--- config.mk ---
export PLATFORM = sky130hd
export DESIGN_NAME = risc16_decode_and_pc_control_unit
export DESIGN_NICKNAME = d
export VERILOG_FILES = /design/src/rtl/core/r16dc_pkg.sv /design/src/rtl/core/r16dc_decode.sv /design/src/rtl/core/r16dc_state.sv /design/src/rtl/core/risc16_decode_and_pc_control_unit.sv
export SDC_FILE = /design/constraint.sdc
export NUM_CORES = 1
export LEC_CHECK = 0
export ABC_AREA = 1
export BUFFER_PORTS_ARGS = -buffer_cell sky130_fd_sc_hd__clkbuf_2
export CAP_MARGIN = 20
export CORE_MARGIN = 4
export CORE_UTILIZATION = 45
export DETAILED_ROUTE_END_ITERATION = 12
export PLACE_DENSITY = 0.65
export SLEW_MARGIN = 15
export SYNTH_ARGS = -nofsm -noshare
export SYNTH_HDL_FRONTEND = slang
export SYNTH_SLANG_ARGS = --single-unit
--- constraint.sdc ---
create_clock -name i_clk -period 4.2 [get_ports i_clk]
set_input_delay 1.05 -clock i_clk [delete_from_list [all_inputs] [get_ports i_clk]]
set_output_delay 1.05 -clock i_clk [all_outputs]
set_load 0.02 [all_outputs]
--- src/rtl/core/r16dc_pkg.sv ---
// ----------------------------------------------------------------------------
// r16dc_pkg
// Types, control word constants and decode tables shared by the decode
// and program counter control unit.
// ----------------------------------------------------------------------------
`default_nettype none

package r16dc_pkg;

    localparam int unsigned INSTR_W = 16;
    localparam int unsigned FLAGS_W = 4;
    localparam int unsigned PC_W    = 16;
    localparam int unsigned CW_W    = 10;
    localparam int unsigned REG_W   = 4;
    localparam int unsigned IMM_W   = 8;

    // packed stream widths, rounded up to whole bytes
    localparam int unsigned IN_BITS    = INSTR_W + FLAGS_W + PC_W;
    localparam int unsigned IN_DATA_W  = ((IN_BITS + 7) / 8) * 8;
    localparam int unsigned OUT_BITS   = CW_W + 3 * REG_W + IMM_W + PC_W + 1;
    localparam int unsigned OUT_DATA_W = ((OUT_BITS + 7) / 8) * 8;

    // major opcodes
    localparam logic [3:0] OP_REG   = 4'd0;
    localparam logic [3:0] OP_JUMP  = 4'd4;
    localparam logic [3:0] OP_SHIFT = 4'd8;
    localparam logic [3:0] OP_BCOND = 4'd12;
    localparam logic [3:0] OP_LUI   = 4'd15;

    // extensions of the jump group
    localparam logic [3:0] EXT_J0    = 4'd0;
    localparam logic [3:0] EXT_J4    = 4'd4;
    localparam logic [3:0] EXT_JAL   = 4'd8;
    localparam logic [3:0] EXT_JCOND = 4'd12;

    // condition codes
    localparam logic [3:0] CC_EQ = 4'd0;
    localparam logic [3:0] CC_NE = 4'd1;
    localparam logic [3:0] CC_CS = 4'd2;
    localparam logic [3:0] CC_CC = 4'd3;
    localparam logic [3:0] CC_GT = 4'd6;
    localparam logic [3:0] CC_LE = 4'd7;
    localparam logic [3:0] CC_LT = 4'd12;
    localparam logic [3:0] CC_GE = 4'd13;

    // fixed control words
    localparam logic [CW_W-1:0] CW_NOP = 10'h027;
    localparam logic [CW_W-1:0] CW_JAL = 10'h326;
    localparam logic [CW_W-1:0] CW_LUI = 10'h213;
    localparam logic [CW_W-1:0] CW_JC0 = 10'h11E;
    localparam logic [CW_W-1:0] CW_BC0 = 10'h016;
    localparam logic [CW_W-1:0] CW_J0  = 10'h054;
    localparam logic [CW_W-1:0] CW_J4  = 10'h095;

    // decode result handed to the state registers
    typedef struct packed {
        logic            known;
        logic [CW_W-1:0] cw;
        logic [PC_W-1:0] pc;
    } t_dec_res;

    // register-register group; zero marks an unused extension
    function automatic logic [CW_W-1:0] reg_op_cw(input logic [3:0] ext);
        logic [CW_W-1:0] cw;
        case (ext)
            4'd1:    cw = 10'h307;
            4'd2:    cw = 10'h309;
            4'd3:    cw = 10'h30B;
            4'd5:    cw = 10'h301;
            4'd9:    cw = 10'h303;
            4'd11:   cw = 10'h105;
            4'd13:   cw = 10'h30D;
            default: cw = '0;
        endcase
        return cw;
    endfunction

    // immediate group, indexed by opcode; zero marks an unused opcode
    function automatic logic [CW_W-1:0] imm_op_cw(input logic [3:0] op);
        logic [CW_W-1:0] cw;
        case (op)
            4'd1:    cw = 10'h308;
            4'd2:    cw = 10'h30A;
            4'd3:    cw = 10'h30C;
            4'd5:    cw = 10'h302;
            4'd9:    cw = 10'h304;
            4'd11:   cw = 10'h106;
            4'd13:   cw = 10'h30E;
            default: cw = '0;
        endcase
        return cw;
    endfunction

    function automatic logic [CW_W-1:0] shift_op_cw(input logic [1:0] sel);
        logic [CW_W-1:0] cw;
        case (sel)
            2'd0:    cw = 10'h310;
            2'd1:    cw = 10'h312;
            2'd2:    cw = 10'h30F;
            default: cw = 10'h311;
        endcase
        return cw;
    endfunction

    // {valid, offset from the EQ control word}
    function automatic logic [3:0] cond_slot(input logic [3:0] code);
        logic [3:0] s;
        case (code)
            CC_EQ:   s = 4'b1_000;
            CC_NE:   s = 4'b1_001;
            CC_CS:   s = 4'b1_011;
            CC_CC:   s = 4'b1_100;
            CC_GT:   s = 4'b1_101;
            CC_LE:   s = 4'b1_110;
            CC_LT:   s = 4'b1_111;
            CC_GE:   s = 4'b1_010;
            default: s = 4'b0_000;
        endcase
        return s;
    endfunction

    // flags: bit3 Z, bit2 F, bit1 N, bit0 C
    function automatic logic cond_true(input logic [3:0] code,
                                       input logic [FLAGS_W-1:0] flags);
        logic z;
        logic n;
        logic c;
        logic t;
        z = flags[3];
        n = flags[1];
        c = flags[0];
        case (code)
            CC_EQ:   t = z;
            CC_NE:   t = !z;
            CC_CS:   t = c;
            CC_CC:   t = !c;
            CC_GT:   t = n;
            CC_LE:   t = !n;
            CC_LT:   t = !n && !z;
            CC_GE:   t = z || n;
            default: t = 1'b0;
        endcase
        return t;
    endfunction

endpackage

`default_nettype wire

--- src/rtl/core/r16dc_decode.sv ---
// ----------------------------------------------------------------------------
// r16dc_decode
// Combinational decode of one instruction into the updated control word and
// program counter; unknown encodings keep the held values.
// ----------------------------------------------------------------------------
`default_nettype none

module r16dc_decode
    import r16dc_pkg::*;
(
    input  wire logic [INSTR_W-1:0] i_instr,
    input  wire logic [FLAGS_W-1:0] i_flags,
    input  wire logic [PC_W-1:0]    i_target,
    input  wire logic [PC_W-1:0]    i_pc,
    input  wire logic [CW_W-1:0]    i_held_cw,
    output t_dec_res                o_res
);

    logic [3:0]       w_op;
    logic [3:0]       w_rd;
    logic [3:0]       w_ext;
    logic [IMM_W-1:0] w_imm;
    logic [3:0]       w_slot;
    logic             w_taken;
    logic [PC_W-1:0]  w_inc;
    logic [PC_W-1:0]  w_branch;
    logic [CW_W-1:0]  w_cw;
    logic [PC_W-1:0]  w_npc;
    logic             w_known;

    assign w_op    = i_instr[15:12];
    assign w_rd    = i_instr[11:8];
    assign w_ext   = i_instr[7:4];
    assign w_imm   = i_instr[7:0];
    assign w_slot  = cond_slot(w_rd);
    assign w_taken = cond_true(w_rd, i_flags);

    // sequential and branch targets, both wrap at 16 bits
    assign w_inc    = i_pc + PC_W'(1);
    assign w_branch = i_pc + {{(PC_W-IMM_W){1'b0}}, w_imm};

    // opcode decode
    always_comb begin
        w_cw    = '0;
        w_npc   = w_inc;
        w_known = 1'b1;
        if (i_instr == '0) begin
            w_cw = CW_NOP;
        end else begin
            case (w_op)
                OP_REG: begin
                    w_cw    = reg_op_cw(w_ext);
                    w_known = (w_cw != '0);
                end
                OP_SHIFT: begin
                    w_cw    = shift_op_cw(i_instr[6:5]);
                    w_known = !i_instr[7];
                end
                OP_JUMP: begin
                    case (w_ext)
                        EXT_J0:  w_cw = CW_J0;
                        EXT_J4:  w_cw = CW_J4;
                        EXT_JAL: begin
                            w_cw  = CW_JAL;
                            w_npc = i_target;
                        end
                        EXT_JCOND: begin
                            w_cw    = CW_JC0 + {{(CW_W-3){1'b0}}, w_slot[2:0]};
                            w_known = w_slot[3];
                            if (w_taken) begin
                                w_npc = i_target;
                            end
                        end
                        default: w_known = 1'b0;
                    endcase
                end
                OP_BCOND: begin
                    w_cw    = CW_BC0 + {{(CW_W-3){1'b0}}, w_slot[2:0]};
                    w_known = w_slot[3];
                    if (w_taken) begin
                        w_npc = w_branch;
                    end
                end
                OP_LUI: w_cw = CW_LUI;
                default: begin
                    w_cw    = imm_op_cw(w_op);
                    w_known = (w_cw != '0);
                end
            endcase
        end
    end

    // unknown encodings leave PC and control word as they were
    assign o_res.known = w_known;
    assign o_res.cw    = w_known ? w_cw  : i_held_cw;
    assign o_res.pc    = w_known ? w_npc : i_pc;

endmodule

`default_nettype wire

--- src/rtl/core/r16dc_state.sv ---
// ----------------------------------------------------------------------------
// r16dc_state
// Program counter and held control word, updated once per decoded word.
// ----------------------------------------------------------------------------
`default_nettype none

module r16dc_state
    import r16dc_pkg::*;
(
    input  wire logic            i_clk,
    input  wire logic            i_rst_n,
    input  wire logic            i_update,
    input  wire t_dec_res        i_res,
    output logic [PC_W-1:0]      o_pc,
    output logic [CW_W-1:0]      o_held_cw
);

    logic [PC_W-1:0] r_pc;
    logic [CW_W-1:0] r_held_cw;

    // decode already merges the keep-on-unknown rule
    always_ff @(posedge i_clk) begin
        if (!i_rst_n) begin
            r_pc      <= '0;
            r_held_cw <= '0;
        end else if (i_update) begin
            r_pc      <= i_res.pc;
            r_held_cw <= i_res.cw;
        end
    end

    assign o_pc      = r_pc;
    assign o_held_cw = r_held_cw;

endmodule

`default_nettype wire

--- src/rtl/core/risc16_decode_and_pc_control_unit.sv ---
// ----------------------------------------------------------------------------
// risc16_decode_and_pc_control_unit
// Instruction decode and program counter control for a 16-bit processor.
//
// Usage:
//   Slave stream carries one word per instruction: instruction, status flags
//   (Z,F,N,C) and the register value used as jump target. Master stream
//   returns the control word, register indices, immediate, the updated PC
//   and an unknown-instruction flag.
//   On input accept the input register takes the word, then the decode and
//   PC adder load the result register once it is free or being read.
//   Throughput is one word per cycle while the receiver keeps up; the PC
//   and held control word are updated as each word moves into the result
//   register, so the following word decodes against them in the next cycle.
//   Reset clears the PC, the held control word and both valid flags.
//   When the receiver stalls, the result register holds, the input register
//   keeps one more word, and tready falls only while both are full.
// ----------------------------------------------------------------------------
`default_nettype none

module risc16_decode_and_pc_control_unit
    import r16dc_pkg::*;
(
    input  wire logic                  i_clk,
    input  wire logic                  i_rst_n,
    input  wire logic                  i_s_axis_tvalid,
    output logic                       o_s_axis_tready,
    // [15:0] instruction, [19:16] status_flags, [35:20] target_value
    input  wire logic [IN_DATA_W-1:0]  i_s_axis_tdata,
    output logic                       o_m_axis_tvalid,
    input  wire logic                  i_m_axis_tready,
    // [9:0] control_word, [13:10] dest_reg, [17:14] src_reg,
    // [21:18] write_reg, [29:22] immediate, [45:30] next_pc, [46] unknown_instr
    output logic [OUT_DATA_W-1:0]      o_m_axis_tdata
);

    logic                  r_in_valid;
    logic [INSTR_W-1:0]    r_instr;
    logic [FLAGS_W-1:0]    r_flags;
    logic [PC_W-1:0]       r_target;
    logic                  r_out_valid;
    logic [OUT_DATA_W-1:0] r_out_data;
    logic [OUT_DATA_W-1:0] n_out_data;
    logic                  w_in_take;
    logic                  w_adv;
    logic [PC_W-1:0]       w_pc;
    logic [CW_W-1:0]       w_held_cw;
    t_dec_res              w_res;

    // pipeline handshake
    assign w_adv           = r_in_valid && (!r_out_valid || i_m_axis_tready);
    assign o_s_axis_tready = !r_in_valid || w_adv;
    assign w_in_take       = i_s_axis_tvalid && o_s_axis_tready;

    // input register
    always_ff @(posedge i_clk) begin
        if (!i_rst_n) begin
            r_in_valid <= 1'b0;
        end else if (w_in_take) begin
            r_in_valid <= 1'b1;
        end else if (w_adv) begin
            r_in_valid <= 1'b0;
        end
    end

    always_ff @(posedge i_clk) begin
        if (w_in_take) begin
            r_instr  <= i_s_axis_tdata[INSTR_W-1:0];
            r_flags  <= i_s_axis_tdata[INSTR_W +: FLAGS_W];
            r_target <= i_s_axis_tdata[INSTR_W+FLAGS_W +: PC_W];
        end
    end

    r16dc_decode u_decode (
        .i_instr   (r_instr),
        .i_flags   (r_flags),
        .i_target  (r_target),
        .i_pc      (w_pc),
        .i_held_cw (w_held_cw),
        .o_res     (w_res)
    );

    r16dc_state u_state (
        .i_clk     (i_clk),
        .i_rst_n   (i_rst_n),
        .i_update  (w_adv),
        .i_res     (w_res),
        .o_pc      (w_pc),
        .o_held_cw (w_held_cw)
    );

    // result packing
    assign n_out_data = {{(OUT_DATA_W-OUT_BITS){1'b0}},
                         !w_res.known,
                         w_res.pc,
                         r_instr[7:0],
                         r_instr[11:8],
                         r_instr[3:0],
                         r_instr[11:8],
                         w_res.cw};

    // result register
    always_ff @(posedge i_clk) begin
        if (!i_rst_n) begin
            r_out_valid <= 1'b0;
        end else if (w_adv) begin
            r_out_valid <= 1'b1;
        end else if (i_m_axis_tready) begin
            r_out_valid <= 1'b0;
        end
    end

    always_ff @(posedge i_clk) begin
        if (w_adv) begin
            r_out_data <= n_out_data;
        end
    end

    assign o_m_axis_tvalid = r_out_valid;
    assign o_m_axis_tdata  = r_out_data;

endmodule

`default_nettype wire

## Word level (Yosys, flattened, before mapping)

Memories as Yosys holds them, arrays and structs flattened. A register that Yosys moved wholly into a read port is not among the register bits.
Cells that the tools add are included.
Widths: inputs -> output; s select.

- Muxes and demuxes: 26
- Add/sub/neg operators: 4
- Equality and inequality tests: 30
- Reductions and logical operators: 24

Operators by type and width:

| kind | count |
|---|---|
| $pmux 10 s7 | 2 |
| $mux 16 | 4 |
| $pmux 16 s2 | 2 |
| $mux 10 | 6 |
| $eq 4x4->1 const B | 13 |
| $pmux 10 s5 | 1 |
| $pmux 10 s4 | 1 |
| $eq 4x2->1 const B | 6 |
| $eq 4x3->1 const B | 6 |
| $reduce_bool 10->1 | 2 |
| $add 16x1->16 const B | 1 |
| $add 16x8->16 | 1 |
| $logic_not 16->1 | 1 |
| $pmux 5 s3 | 1 |
| $eq 4x1->1 const B | 3 |
| $logic_not 4->1 | 3 |
| $add 9x3->10 const A | 1 |
| $pmux 1 s8 | 1 |
| $logic_not 1->1 | 7 |
| $add 5x3->6 const A | 1 |
| $mux 1 | 5 |
| $pmux 1 s5 | 1 |
| $reduce_or 5->1 | 1 |
| $mux 4 | 1 |
| 8 further kinds | 13 |

- Memories: 1
- ROM bits: 64
- Bits in registers: 111
- Word-level logic and storage cells: 93
- Bits of input ports: 44
- Output and inout bits: 50

Memory list:

| memory | depth | width | rd ports | clocked after Yosys merged registers in | write ports | line | RTL |
|---|---|---|---|---|---|---|---|
| (name not given) | 16 | 4 | 1 | 1 | 0 | r16dc_pkg.sv:108 | `case (code)` |

## Depth between registers and ports, before layout

Gate-level depths: netlist (run 1).

- Depth in word-level cells: 8
- Depth in mapped cells: 15
- Mapped depth without buffers: 15

## Modules after synthesis

A second synthesis (run 1) with hierarchy kept.

- Cell total of the unflattened synthesis: 860
- Area, all modules: 6393.6 um^2

Modules (own cells, without submodules):

| module | area each (um^2) | cells each | seq. area each (um^2) | instances |
|---|---|---|---|---|
| r16dc_decode | 2876.5 | 596 | 0.0 | 1 |
| risc16_decode_and_pc_control_unit | 2422.3 | 99 | 2292.2 | 1 |
| r16dc_state | 1094.8 | 165 | 520.5 | 1 |

## Least setup slack after synthesis (run 1)

OpenSTA, ideal clock, no wires.

- Kind: input port to flip-flop
- Start point: input port i_m_axis_tready
- End point: register r_out_data[0], in the netlist o_m_axis_tdata[0], enable pin
- Stages: 5
- Required time: 3.780 ns
- Path buffers: 1
- Arrival: 2.660 ns
- Slack: 1.120 ns
- Path through: inv_1 > nand2_1 > nand2_1 > inv_1 > clkbuf_1

- Cells in the longest elaborated chain, start to end: 2

Ends and longest elaborated chain:

| what | line | RTL |
|---|---|---|
| start, declared | risc16_decode_and_pc_control_unit.sv:31 | `input wire logic i_m_axis_tready,` |
| $logic_or 1x1->1 | risc16_decode_and_pc_control_unit.sv:51 | `assign w_adv = r_in_valid && (!r_out_valid \|\| i_m_axis_tready);` |
| $logic_and 1x1->1 | risc16_decode_and_pc_control_unit.sv:51 |  |
| net u_state.i_update | r16dc_state.sv:12 | `input wire logic i_update,` |
| end signal, assigned | risc16_decode_and_pc_control_unit.sv:115 | `r_out_data <= n_out_data;` |
| end, declared | risc16_decode_and_pc_control_unit.sv:42 | `logic [OUT_DATA_W-1:0] r_out_data;` |

The timed path passes the listed nets, and every way through them passes these cells.
A chain may end at the register's enable or synchronous reset.

## Worst setup path after layout (run 1)

- Start point: register u_state.r_pc[0], in the netlist u_state.o_pc[0]
- End point: register r_out_data[42], in the netlist o_m_axis_tdata[42] (data pin)

- Cells in the longest elaborated chain, start to end: 6

Ends and longest elaborated chain:

| what | line | RTL |
|---|---|---|
| start, declared | r16dc_state.sv:18 | `logic [PC_W-1:0] r_pc;` |
| start signal, assigned | r16dc_state.sv:27 | `r_pc <= i_res.pc;` |
| $add 16x1->16 | r16dc_decode.sv:39 | `assign w_inc = i_pc + PC_W'(1);` |
| $mux 16 | r16dc_decode.sv:70 | `if (w_taken) begin` |
| $pmux 16 s2 | r16dc_decode.sv:60 | `case (w_ext)` |
| $pmux 16 s2 | r16dc_decode.sv:50 | `case (w_op)` |
| $mux 16 * | r16dc_decode.sv:47 | `if (i_instr == '0) begin` |
| $mux 16 * | r16dc_decode.sv:96 | `assign o_res.pc = w_known ? w_npc : i_pc;` |
| net n_out_data[42] | risc16_decode_and_pc_control_unit.sv:43 | `logic [OUT_DATA_W-1:0] n_out_data;` |

Mark *: on every way through the listed nets, which the timed path passes. The rest lies on a longest branch.

==> results_dict.tcl, run 1 <==
set metrics [dict create \
    htreeDepth 3 \
    cp-start-kind "flip-flop" \
    final_max_slew_viol_count 0 \
    multi_input_area_sq_um 2828 \
    wire_per_inst_um 13.60 \
    total_power_w 0.002554 \
    drt_first_pass_iters 5 \
    drc_errors 0 \
    insertion_delay_ps 360 \
    setup_ws_ps 1493 \
    synth_top_family_by_area "simple AND/OR/NAND/NOR gates" \
    arrival_ps 2830 \
    postCtsHoldBufs 0 \
    max_stage_delay_ps 470 \
    cts_resized 0 \
    cts_buffers 9 \
    start_util_pct 46.06 \
    synth_compound_area_share_pct 12.29 \
    power_density_nw_per_um2 354.3 \
    synth_cells 832 \
    synthArstFlopShare_pct 0 \
    drive_gt1_share_pct 17.45 \
    cp_max_fo 7 \
    synth_top_area_cell "edfxtp_1" \
    path_class "reg2reg" \
    clockBufferDepth 2 \
    coreArea_sq_um 13880 \
    vias_per_cell 5.011 \
    hold_end "o_m_axis_tdata[24]" \
    cts_setup_buffers 0 \
    hp-start "r_instr[2]" \
    synth_xor_area_share_pct 1.507 \
    synthesis.nets 893 \
    yosysSeqAreaShare_pct 44.77 \
    first_iter_violations 392 \
    grt_pass1_vias 4848 \
    ys_types 43 \
    relSlewSlack_pct 53.23 \
    die_y_um 127.2 \
    rrSetupSlack_ps 1490 \
    fin_crit_ps 2707 \
    post-dp-hpwl_um 11000 \
    setup_viol 0 \
    min_path_type "reg2reg" \
    grt_first_pass_wirelength_um 23710 \
    avgSynthCellArea_sq_um 7.685 \
    synth-simple-area-share_pct 26.93 \
    routed_wl_um 14840 \
    gp_routability_congestion 0.9309 \
    synth_mux_area_share_pct 0 \
    grt_max_degree 62 \
    fmax_mhz 369.4 \
    fin_crit_sh_pct 64.46 \
    tightest_slew_ps 692.7 \
    skew_ps 7.853 \
    leakage_nw 3.498 \
    r2r_end "o_m_axis_tdata[42]" \
    rsz0062_at_grt "no" \
    antenna_found_initial 0 \
    yosysWarnings 0 \
    crit_top_cell "nand2_1" \
    worst_path_max_delay_cell "dfxtp_1" \
    ir_drop_mv 0.2392 \
    hold_viol 0 \
    io_pins 94 \
    n_antenna_cell 0 \
    vias 5467 \
    totalNegativeSetupSlack_ps 0 \
    area_delta_synth_final_pct 12.74 \
    fillers 1429 \
    overflow 0 \
    synth_edf_count 74 \
    end_kind "flip-flop" \
    final_nets 967 \
    root_buffer "clkbuf_16" \
    netlist_area_sq_um 6394 \
    synth_flop_cell "edfxtp_1" \
    status "finished, final reports clean" \
    synth_fa_ha_area_share_pct 3.444 \
    chipWidth_um 127.2 \
    ant_nets 0 \
    ys_top_cells_by_area "edfxtp_1, nand2_1, dfxtp_1, inv_1, nand3_1" \
    cap_violations 0 \
    synth-seq-cells 106 \
    regArea_sq_um 2863 \
    numPortBuffers 87 \
    cts.sinks 106 \
    reg2reg_from "u_state.o_pc[0]" \
    grt.total_usage_pct 18.58 \
    worstPathCellList "ha_1, inv_1, fa_1, inv_1, nand2_1, a21oi_1, nand2_1, nand2_1, nand2_1, nand2_1, nand3_1, nand2_1, nand3_1, nand2_1, inv_1" \
    synth.top_cell.area_share_pct 34.76 \
    worstRegToRegCells 15 \
    clkSlewWorstSetupHoldPaths_ps 70 \
    min_path_cells 0 \
    dpl_worst_slack_ps 1503 \
    placementRows 43 \
    cts_tree "yes" \
    design.die.area_sq_um 16180 \
    required_ps 4320 \
]
[worst max path at each step]
| stage | startpoint | endpoint | cells after the start |
|---|---|---|---|
| final | u_state.o_pc[0] | o_m_axis_tdata[42] | 15 |
| after detailed placement | i_m_axis_tready | u_state.o_held_cw[3] | 9 |
| after global routing | u_state.o_pc[0] | o_m_axis_tdata[42] | 15 |
| after floorplan | i_m_axis_tready | o_m_axis_tdata[0] | 5 |
| after global placement | i_m_axis_tready | u_state.o_held_cw[3] | 9 |
| after CTS | u_state.o_pc[0] | o_m_axis_tdata[42] | 15 |
[metal layers]
| layer | wire [um] | vias up | track usage, % |
|---|---|---|---|
| li1 | - | 2844 | - |
| met1 | 6906 | 2443 | 25.56 |
| met2 | 6724 | 159 | 28.89 |
| met3 | 872 | 21 | 3.679 |
| met4 | 338 | 0 | 7.508 |
| met5 | 0 | - | 0 |
[cell usage after synthesis, types with 10 or more instances]
| library cell | n |
|---|---|
| nand3_1 | 76 |
| a21oi_1 | 53 |
| dfxtp_1 | 32 |
| nand2_2 | 10 |
| ha_1 | 16 |
| o21ai_0 | 47 |
| xor2_1 | 10 |
| buf_4 | 10 |
| inv_1 | 131 |
| clkbuf_1 | 11 |
| edfxtp_1 | 74 |
| nand2_1 | 218 |
| nor2_1 | 54 |
| o21ai_2 | 12 |
[report_power, final]
group	switching (W)	internal (W)	leakage [nW]
registers	0.0000502	0.00120	0.975
logic	0.000316	0.000154	2.39
clock network	0.000368	0.000463	0.133
[registers in the layout, summed over array words and instances (netlist names)]
register and count:
o_m_axis_tvalid 1, r_flags 3, u_state.o_held_cw 10, u_state.o_pc 16
r_instr 16, r_target 16, r_in_valid 1, u_decode.w_slot 4
o_m_axis_tdata 39
[layout by cell type, fill, tap and decap left out, drive strengths merged, types with 4 or more instances in the layout]
cell type	n
ha	16
nand4	11
nand3	81
nand2	228
a21oi	58
o21ai	67
inv	137
nor2	64
edfxtp	74
dfxtp	32
xor2	10
o211ai	5
buf	4
clkbuf	99
[worst max-delay path, delay by kind of cell, from the launching register on]
family / cells / cell delay (ps)
adder cells (fa/ha/maj): 2 / 620
buffers and inverters: 3 / 190
AND/OR/NAND/NOR: 9 / 920
AO/OA/AOI/OAI: 1 / 270
flip-flops: 1 / 470
[metrics by stage]
stage,hold slack (ps),cell area (sq um),utilization [%],std cells
floorplan,457.8,6394,-,832
global placement,498.9,6918,49.84,1075
detailed placement,500.5,6918,49.84,1075
CTS,516.1,7208,51.93,1091
global route,528.8,7208,51.93,1091
finish,508.6,7208,51.93,1091
[logic make-up (layout without fill, tap and decap cells)]
group | Yosys count | in the layout
compound gates | 137 | 137
xor+xnor | 11 | 11
buf+inv | 167 | 246
flops | 106 | 106
other cells | 1 | 1
fa+ha+maj | 17 | 17
simple gates | 393 | 393
[layout make-up]
| cell class | count | area share (%) |
|---|---|---|
| Clock buffer | 12 | 3.281 |
| Clock inverter | 4 | 0.7464 |
| Inverter | 139 | 7.273 |
| Multi-Input combinational cell | 559 | 39.23 |
| Sequential cell | 106 | 39.72 |
| Tap cell | 180 | 3.124 |
| Timing Repair Buffer | 91 | 6.631 |
(Power assumes the default switching activity.)
==> run 2, diff against run 1 <==
--- a/config.mk
+++ b/config.mk
@@ -11,7 +11,7 @@
 export CORE_MARGIN = 4
 export CORE_UTILIZATION = 45
 export DETAILED_ROUTE_END_ITERATION = 12
-export PLACE_DENSITY = 0.65
+export PLACE_DENSITY = 0.68
 export SLEW_MARGIN = 15
 export SYNTH_ARGS = -nofsm -noshare
 export SYNTH_HDL_FRONTEND = slang
==> constraint.sdc (replaced) <==
create_clock -name i_clk -period 2.3 [get_ports i_clk]
set_input_delay 0.575 -clock i_clk [delete_from_list [all_inputs] [get_ports i_clk]]
set_output_delay 0.575 -clock i_clk [all_outputs]
set_load 0.02 [all_outputs]
==> run 2 against run 1 <==
  * Cell area increased by 7.0%
  * Sequential power increased by 82%
  * First-iteration DRC count decreased by 1.3%
  * Worst setup slack got worse by 1400 ps
  * Flip-flop and latch count unchanged
  * Combinational power increased by 110%
  * Register-to-register slack got worse by 1400 ps
  * Non-clock buffer count increased by 44
  * Global-route usage increased by 1.0 points
  * Utilization increased by 3.6 points
  * Largest power group unchanged
  * Highest routed layer unchanged
==> results_dict.tcl, run 2 (same netlist as run 1, synthesis figures left out) <==
set metrics [dict create \
    status "finished, final reports clean" \
    path_class "reg2reg" \
    largest_reg_flops 39 \
    worstPathCellList "ha_1, nand2_1, nand3b_1, nand2_1, nand2_1, nand3_1, nand2_1, o21ai_0, nand3_1, nand2_1, inv_1" \
    area_delta_synth_final_pct 20.59 \
    grt-busiest-layer "met2" \
    drc_errors 0 \
    cts.sinks 106 \
    start_util_pct 46.06 \
    vias_per_cell 4.959 \
    total_power_w 0.004911 \
    clockBufferDepth 2 \
    cp-startpoint "r_instr[4]" \
    coreArea_sq_um 13880 \
    crit_buf_inv 1 \
    io_pins 94 \
    final_max_slew_viol_count 0 \
    wire_per_inst_um 13.60 \
    use_met3_pct 3.554 \
    cts_buffers 9 \
    dpl_worst_slack_ps -50.08 \
    fillers 1339 \
    postCtsHoldBufs 0 \
    design.die.area_sq_um 16180 \
    max_stage_delay_ps 470 \
    die_y_um 127.2 \
    final_common_cell "nand2_1" \
    grt_first_pass_wirelength_um 25210 \
    rsz0062_at_grt "yes" \
    skew_ps 8.543 \
    hold_viol 0 \
    holdWs_ps 386.2 \
    cp_max_fo 5 \
    routed_wl_um 15440 \
    crit_top_cell "nand2_1" \
    cp-start-kind "flip-flop" \
    numPortBuffers 87 \
    cts_tree "yes" \
    cap_violations 0 \
    first_iter_violations 387 \
    end_kind "flip-flop" \
    arrival_ps 2290 \
    reg2reg_from "r_instr[4]" \
    clkSlewWorstSetupHoldPaths_ps 70 \
    layout_common_cells "nand2_1, inv_1, clkbuf_2" \
    post-dp-hpwl_um 11680 \
    grt_pass1_vias 5247 \
    ant_nets 0 \
    leakage_nw 3.743 \
    antenna_found_initial 0 \
    design_area_sq_um 7710 \
    hp-start "i_s_axis_tdata[32]" \
    ir_drop_mv 0.4244 \
    chipWidth_um 127.2 \
    grt_max_degree 59 \
    vias 5628 \
    use_met1_pct 26.28 \
    fmax_mhz 461.6 \
    overflow 0 \
    root_buffer "clkbuf_16" \
    setup_viol 0 \
    final_util_pct 55.54 \
    min_path_type "in2reg" \
    drive_gt1_share_pct 23.98 \
    fin_crit_sh_pct 94.19 \
    power_density_nw_per_um2 637.0 \
    fin_crit_ps 2166 \
    place_area_sq_um 7308 \
    cp_top_family "simple AND/OR/NAND/NOR gates" \
    worst_path_max_delay_cell "edfxtp_1" \
    n_antenna_cell 0 \
    required_ps 2430 \
    setup_ws_ps 133.7 \
    gp_routability_congestion 0.9401 \
    drt_first_pass_iters 5 \
    htreeDepth 3 \
    grt.total_usage_pct 19.58 \
    placementRows 43 \
    use_met2_pct 32.35 \
    final_nets 1011 \
    insertion_delay_ps 360 \
]
[run 2: changes by cell type in the layout (fill, tap and decap cells not counted), sizes merged]
cell    change
inv         -1
bufinv      +1
buf        +44
clkbuf      -3
clkinv      +3
[run 2: routing by layer]
| metal | wire [um] | vias to the layer above |
|---|---|---|
| met5 | 0 | - |
| met1 | 7087 | 2532 |
| met3 | 874 | 12 |
| li1 | - | 2937 |
| met4 | 213 | 0 |
| met2 | 7263 | 147 |
[run 2: per-stage QoR]
stage	instances	setup TNS, ps
2_1_floorplan	832	0
3_3_place_gp	1118	-21.51
3_5_place_dp	1118	-71.99
4_1_cts	1134	0
5_1_grt	1135	-67.56
6_report	1135	0
[run 2: worst reg2reg max path, cell delays in order, from the launching register on]
cell	delay, ps
edfxtp_1	470
ha_1	430
nand2_1	110
nand3b_1	180
nand2_1	150
nand2_1	90
nand3_1	70
nand2_1	50
o21ai_0	130
nand3_1	110
nand2_1	100
inv_1	40
[run 2: worst paths after layout]
| path | end | slack (ps) | depth (start not counted) |
|---|---|---|---|
| setup / recovery | o_m_axis_tdata[43] | 130 | 11 |
| setup reg to reg | o_m_axis_tdata[43] | 130 | 11 |
| hold / removal | r_target[12] | 390 | 1 |
| hold reg to reg | o_m_axis_tdata[24] | 510 | 0 |
[run 2: where the power goes]
part,leakage (nW),internal [W],switching [W]
registers,0.975,0.00219,0.0000827
clock network,0.153,0.000951,0.000697
logic,2.61,0.000365,0.000621
total,3.74,0.00351,0.00140
[run 2: layout make-up]
| cell class | instances | area (sq um) | share of cell area [%] |
|---|---|---|---|
| clock buffers | 9 | 225.2 | 2.921 |
| clock inverters | 7 | 93.84 | 1.217 |
| inverters | 139 | 528.0 | 6.848 |
| multi-input cells | 559 | 2925 | 37.94 |
| flip-flops and latches | 106 | 2863 | 37.13 |
| well taps | 180 | 225.2 | 2.921 |
| repair buffers | 135 | 849.6 | 11.02 |
[run 2: timing repair]
item,4_1_cts,5_1_grt
setup endpoints to repair,4,17
setup buffers,0,1
gates cloned,0,0
endpoints found under the hold margin,0,0
gates resized for setup,2,21
pin swaps,0,8
==> run 3, diff against run 2 <==
--- a/config.mk
+++ b/config.mk
@@ -5,7 +5,6 @@
 export SDC_FILE = /design/constraint.sdc
 export NUM_CORES = 1
 export LEC_CHECK = 0
-export ABC_AREA = 1
 export BUFFER_PORTS_ARGS = -buffer_cell sky130_fd_sc_hd__clkbuf_2
 export CAP_MARGIN = 20
 export CORE_MARGIN = 4
==> run 3 against run 2 <==
  * The run now ends with negative setup slack left
  * Critical path depth shrank 1
  * Count of clock-buffer cells in the layout did not move
  * Synthesized cell count is 30% lower
  * Area after synthesis down 8.6%
  * Wire length increased by 11%
  * Utilization rose by 9.6 points
  * Worst hold slack worse by 3.6 ps
  * Register-to-register slack got worse by 320 ps
  * Final cell count shrank 17%
  * Cell area rose by 7.1%
  * Die area fell by 8.1%
  * Global-route usage is 3.1 points higher
  * Highest routed layer unchanged
==> results_dict.tcl, run 3 <==
set metrics [dict create \
    status "complete, but fails checks" \
    violations "negative setup slack" \
    final_common_cell "buf_4" \
    use_met3_pct 4.039 \
    final_max_slew_viol_count 0 \
    cp-start-kind "flip-flop" \
    worst_path_max_delay_cell "edfxtp_1" \
    start_util_pct 46.10 \
    p_sw_share_pct 29.14 \
    clockBufferDepth 2 \
    synth_top_area_cell "edfxtp_1" \
    reg2reg_from "r_instr[0]" \
    rsz0062_at_grt "yes" \
    cp_max_fo 4 \
    internal-power_w 0.003365 \
    min_path_cells 1 \
    postCtsHoldBufs 0 \
    hp-start "i_s_axis_tdata[7]" \
    power_switching_w 0.001384 \
    vias 5332 \
    rrSetupSlack_ps -190 \
    overflow 0 \
    io_pins 94 \
    relSlewSlack_pct 64.82 \
    netlist_area_sq_um 5842 \
    wire_per_inst_um 18.23 \
    fmax_mhz 401.8 \
    drt_first_pass_iters 5 \
    synthesis.nets 646 \
    comb_power_share_pct 21.8 \
    final_nets 827 \
    gp_routability_congestion 0.9495 \
    cts.sinks 106 \
    placementRows 41 \
    pwr-share-clk_pct 30.9 \
    use_met1_pct 29.02 \
    max_stage_delay_ps 410 \
    ys_types 72 \
    cts_tree "yes" \
    clkSlewWorstSetupHoldPaths_ps 80 \
    antenna_found_initial 0 \
    leakage_nw 3.306 \
    ir_drop_mv 0.4105 \
    path_class "reg2reg" \
    synth_flop_cell "edfxtp_1" \
    insertion_delay_ps 360 \
    coreArea_sq_um 12670 \
    setup_ws_ps -189.1 \
    post-dp-hpwl_um 12250 \
    grt_pass1_vias 5045 \
    n_antenna_cell 0 \
    r2r_end "o_m_axis_tdata[44]" \
    yosysMostFrequentCell "edfxtp_1" \
    hold_end "r_instr[7]" \
    skew_ps 10.59 \
    min_path_type "in2reg" \
    holdWs_ps 382.6 \
    drive_gt1_share_pct 43.06 \
    fillers 1012 \
    routed_wl_um 17190 \
    area_delta_synth_final_pct 41.32 \
    root_buffer "clkbuf_16" \
    die_y_um 121.9 \
    hold_viol 0 \
    final_util_pct 65.15 \
    numPortBuffers 87 \
    setup_viol 25 \
    cts_buffers 9 \
    synth_edf_count 74 \
    design.die.area_sq_um 14870 \
    synth_cells 585 \
    first_iter_violations 374 \
    tightest_slew_ps 513.0 \
    htreeDepth 3 \
    total_power_w 0.004749 \
    fin_crit_ps 2489 \
    worstRegToRegCells 10 \
    synth.top_cell.area_share_pct 38.04 \
    chipWidth_um 121.9 \
    worstPathCellList "ha_4, inv_2, fa_2, nor2b_4, o2111ai_4, a31oi_4, nand2_1, xnor2_1, a221oi_2, a21oi_1" \
    ys_top_cells_by_area "edfxtp_1, dfxtp_1, nor2_1, a21oi_1, ha_1" \
    avgSynthCellArea_sq_um 9.986 \
    synthTopCellsByCount "edfxtp_1, nor2_1, nand2_1, a21oi_1, o21ai_0" \
    required_ps 2400 \
    use_met2_pct 38.19 \
    yosysSeqAreaShare_pct 49.00 \
    end_kind "flip-flop" \
    arrival_ps 2590 \
    pwr-share-seq_pct 47.3 \
    grt_max_degree 45 \
    layout_common_cells "buf_4, clkbuf_2, edfxtp_1" \
    grt_first_pass_wirelength_um 26060 \
    power_density_nw_per_um2 575.3 \
    synthArstFlopShare_pct 0 \
    vias_per_cell 5.654 \
    synth-seq-cells 106 \
    drc_errors 0 \
    largest_reg_flops 39 \
    grt-busiest-layer "met2" \
    ant_nets 0 \
    cap_violations 0 \
    grt.total_usage_pct 22.66 \
    yosysWarnings 0 \
    fin_crit_sh_pct 108.2 \
]
[run 3: worst max-delay path, delay by kind of cell, from the launching register on]
family                     cells  cell delay (ps)
AOI/OAI and AO/OA              4              840
buffers and inverters          1               30
adders and majority gates      2              510
DFF                            1              410
xor gates and xnor gates       1              150
and+or+nand+nor                2              270
[run 3: cell type report]
type,instances,area [sq um],area share (%)
clock buffer,9,225.2,2.728
clock inverter,7,48.80,0.5911
inverter,19,78.83,0.9548
multi-input combinational,418,3324,40.27
sequential,106,2864,34.69
tap,172,215.2,2.607
timing repair buffer,212,1499,18.16
[run 3: how the worst max path moves through the flow]
stage,startpoint,to,slack (ps),cells after the start
6_report,r_instr[0],o_m_axis_tdata[44],-190,10
5_1_grt,r_flags[3],o_m_axis_tdata[43],-280,7
4_1_cts,r_instr[0],o_m_axis_tdata[40],-180,10
3_5_place_dp,r_instr[0],o_m_axis_tdata[44],-270,10
3_3_place_gp,r_instr[5],o_m_axis_tdata[1],-230,9
2_1_floorplan,r_instr[9],o_m_axis_tdata[40],-90,8
[run 3: repair_timing]
item,4_1_cts,5_1_grt
setup buffers,6,9
setup endpoints to repair,33,50
pin swaps,37,36
cloned,0,3
gates resized for setup,57,81
[run 3: power groups by stage]
stage                     logic, W  registers [W]  clock network (W)
after floorplan           0.000470        0.00232                  0
after CTS                 0.000929        0.00224            0.00150
after detailed placement  0.000858        0.00228                  0
after global routing       0.00112        0.00225            0.00159
after global placement    0.000845        0.00228                  0
final                      0.00104        0.00224            0.00147
[run 3: routing by layer]
metal  up-vias  routed length (um)
met5         -                   0
met4         0                 552
met3        37                 925
met2       204                8435
met1      2555                7274
li1       2536                   -
[run 3: metrics by stage]
stage	cell area, sq um	std cells	setup slack [ps]	TNS [ps]
3_3_place_gp	7197	910	-229.1	-3966
6_report	8255	943	-189.1	-2163
5_1_grt	8255	943	-277.7	-4695
3_5_place_dp	7197	910	-267.3	-5841
4_1_cts	7796	931	-182.8	-1357
2_1_floorplan	5939	585	-85.73	-763.7
[run 3: logic make-up (layout without fill, tap and decap cells)]
family / Yosys count / count (layout) / share of synthesized area, %
AO/OA/AOI/OAI: 168 / 168 / 19.26
adder cells (fa/ha/maj): 17 / 17 / 3.770
AND/OR/NAND/NOR: 188 / 188 / 15.76
XOR/XNOR: 25 / 25 / 3.748
other: 1 / 1 / 0.06419
multiplexers: 19 / 19 / 3.491
flip-flops: 106 / 106 / 49.00
buffers and inverters: 61 / 247 / 4.905
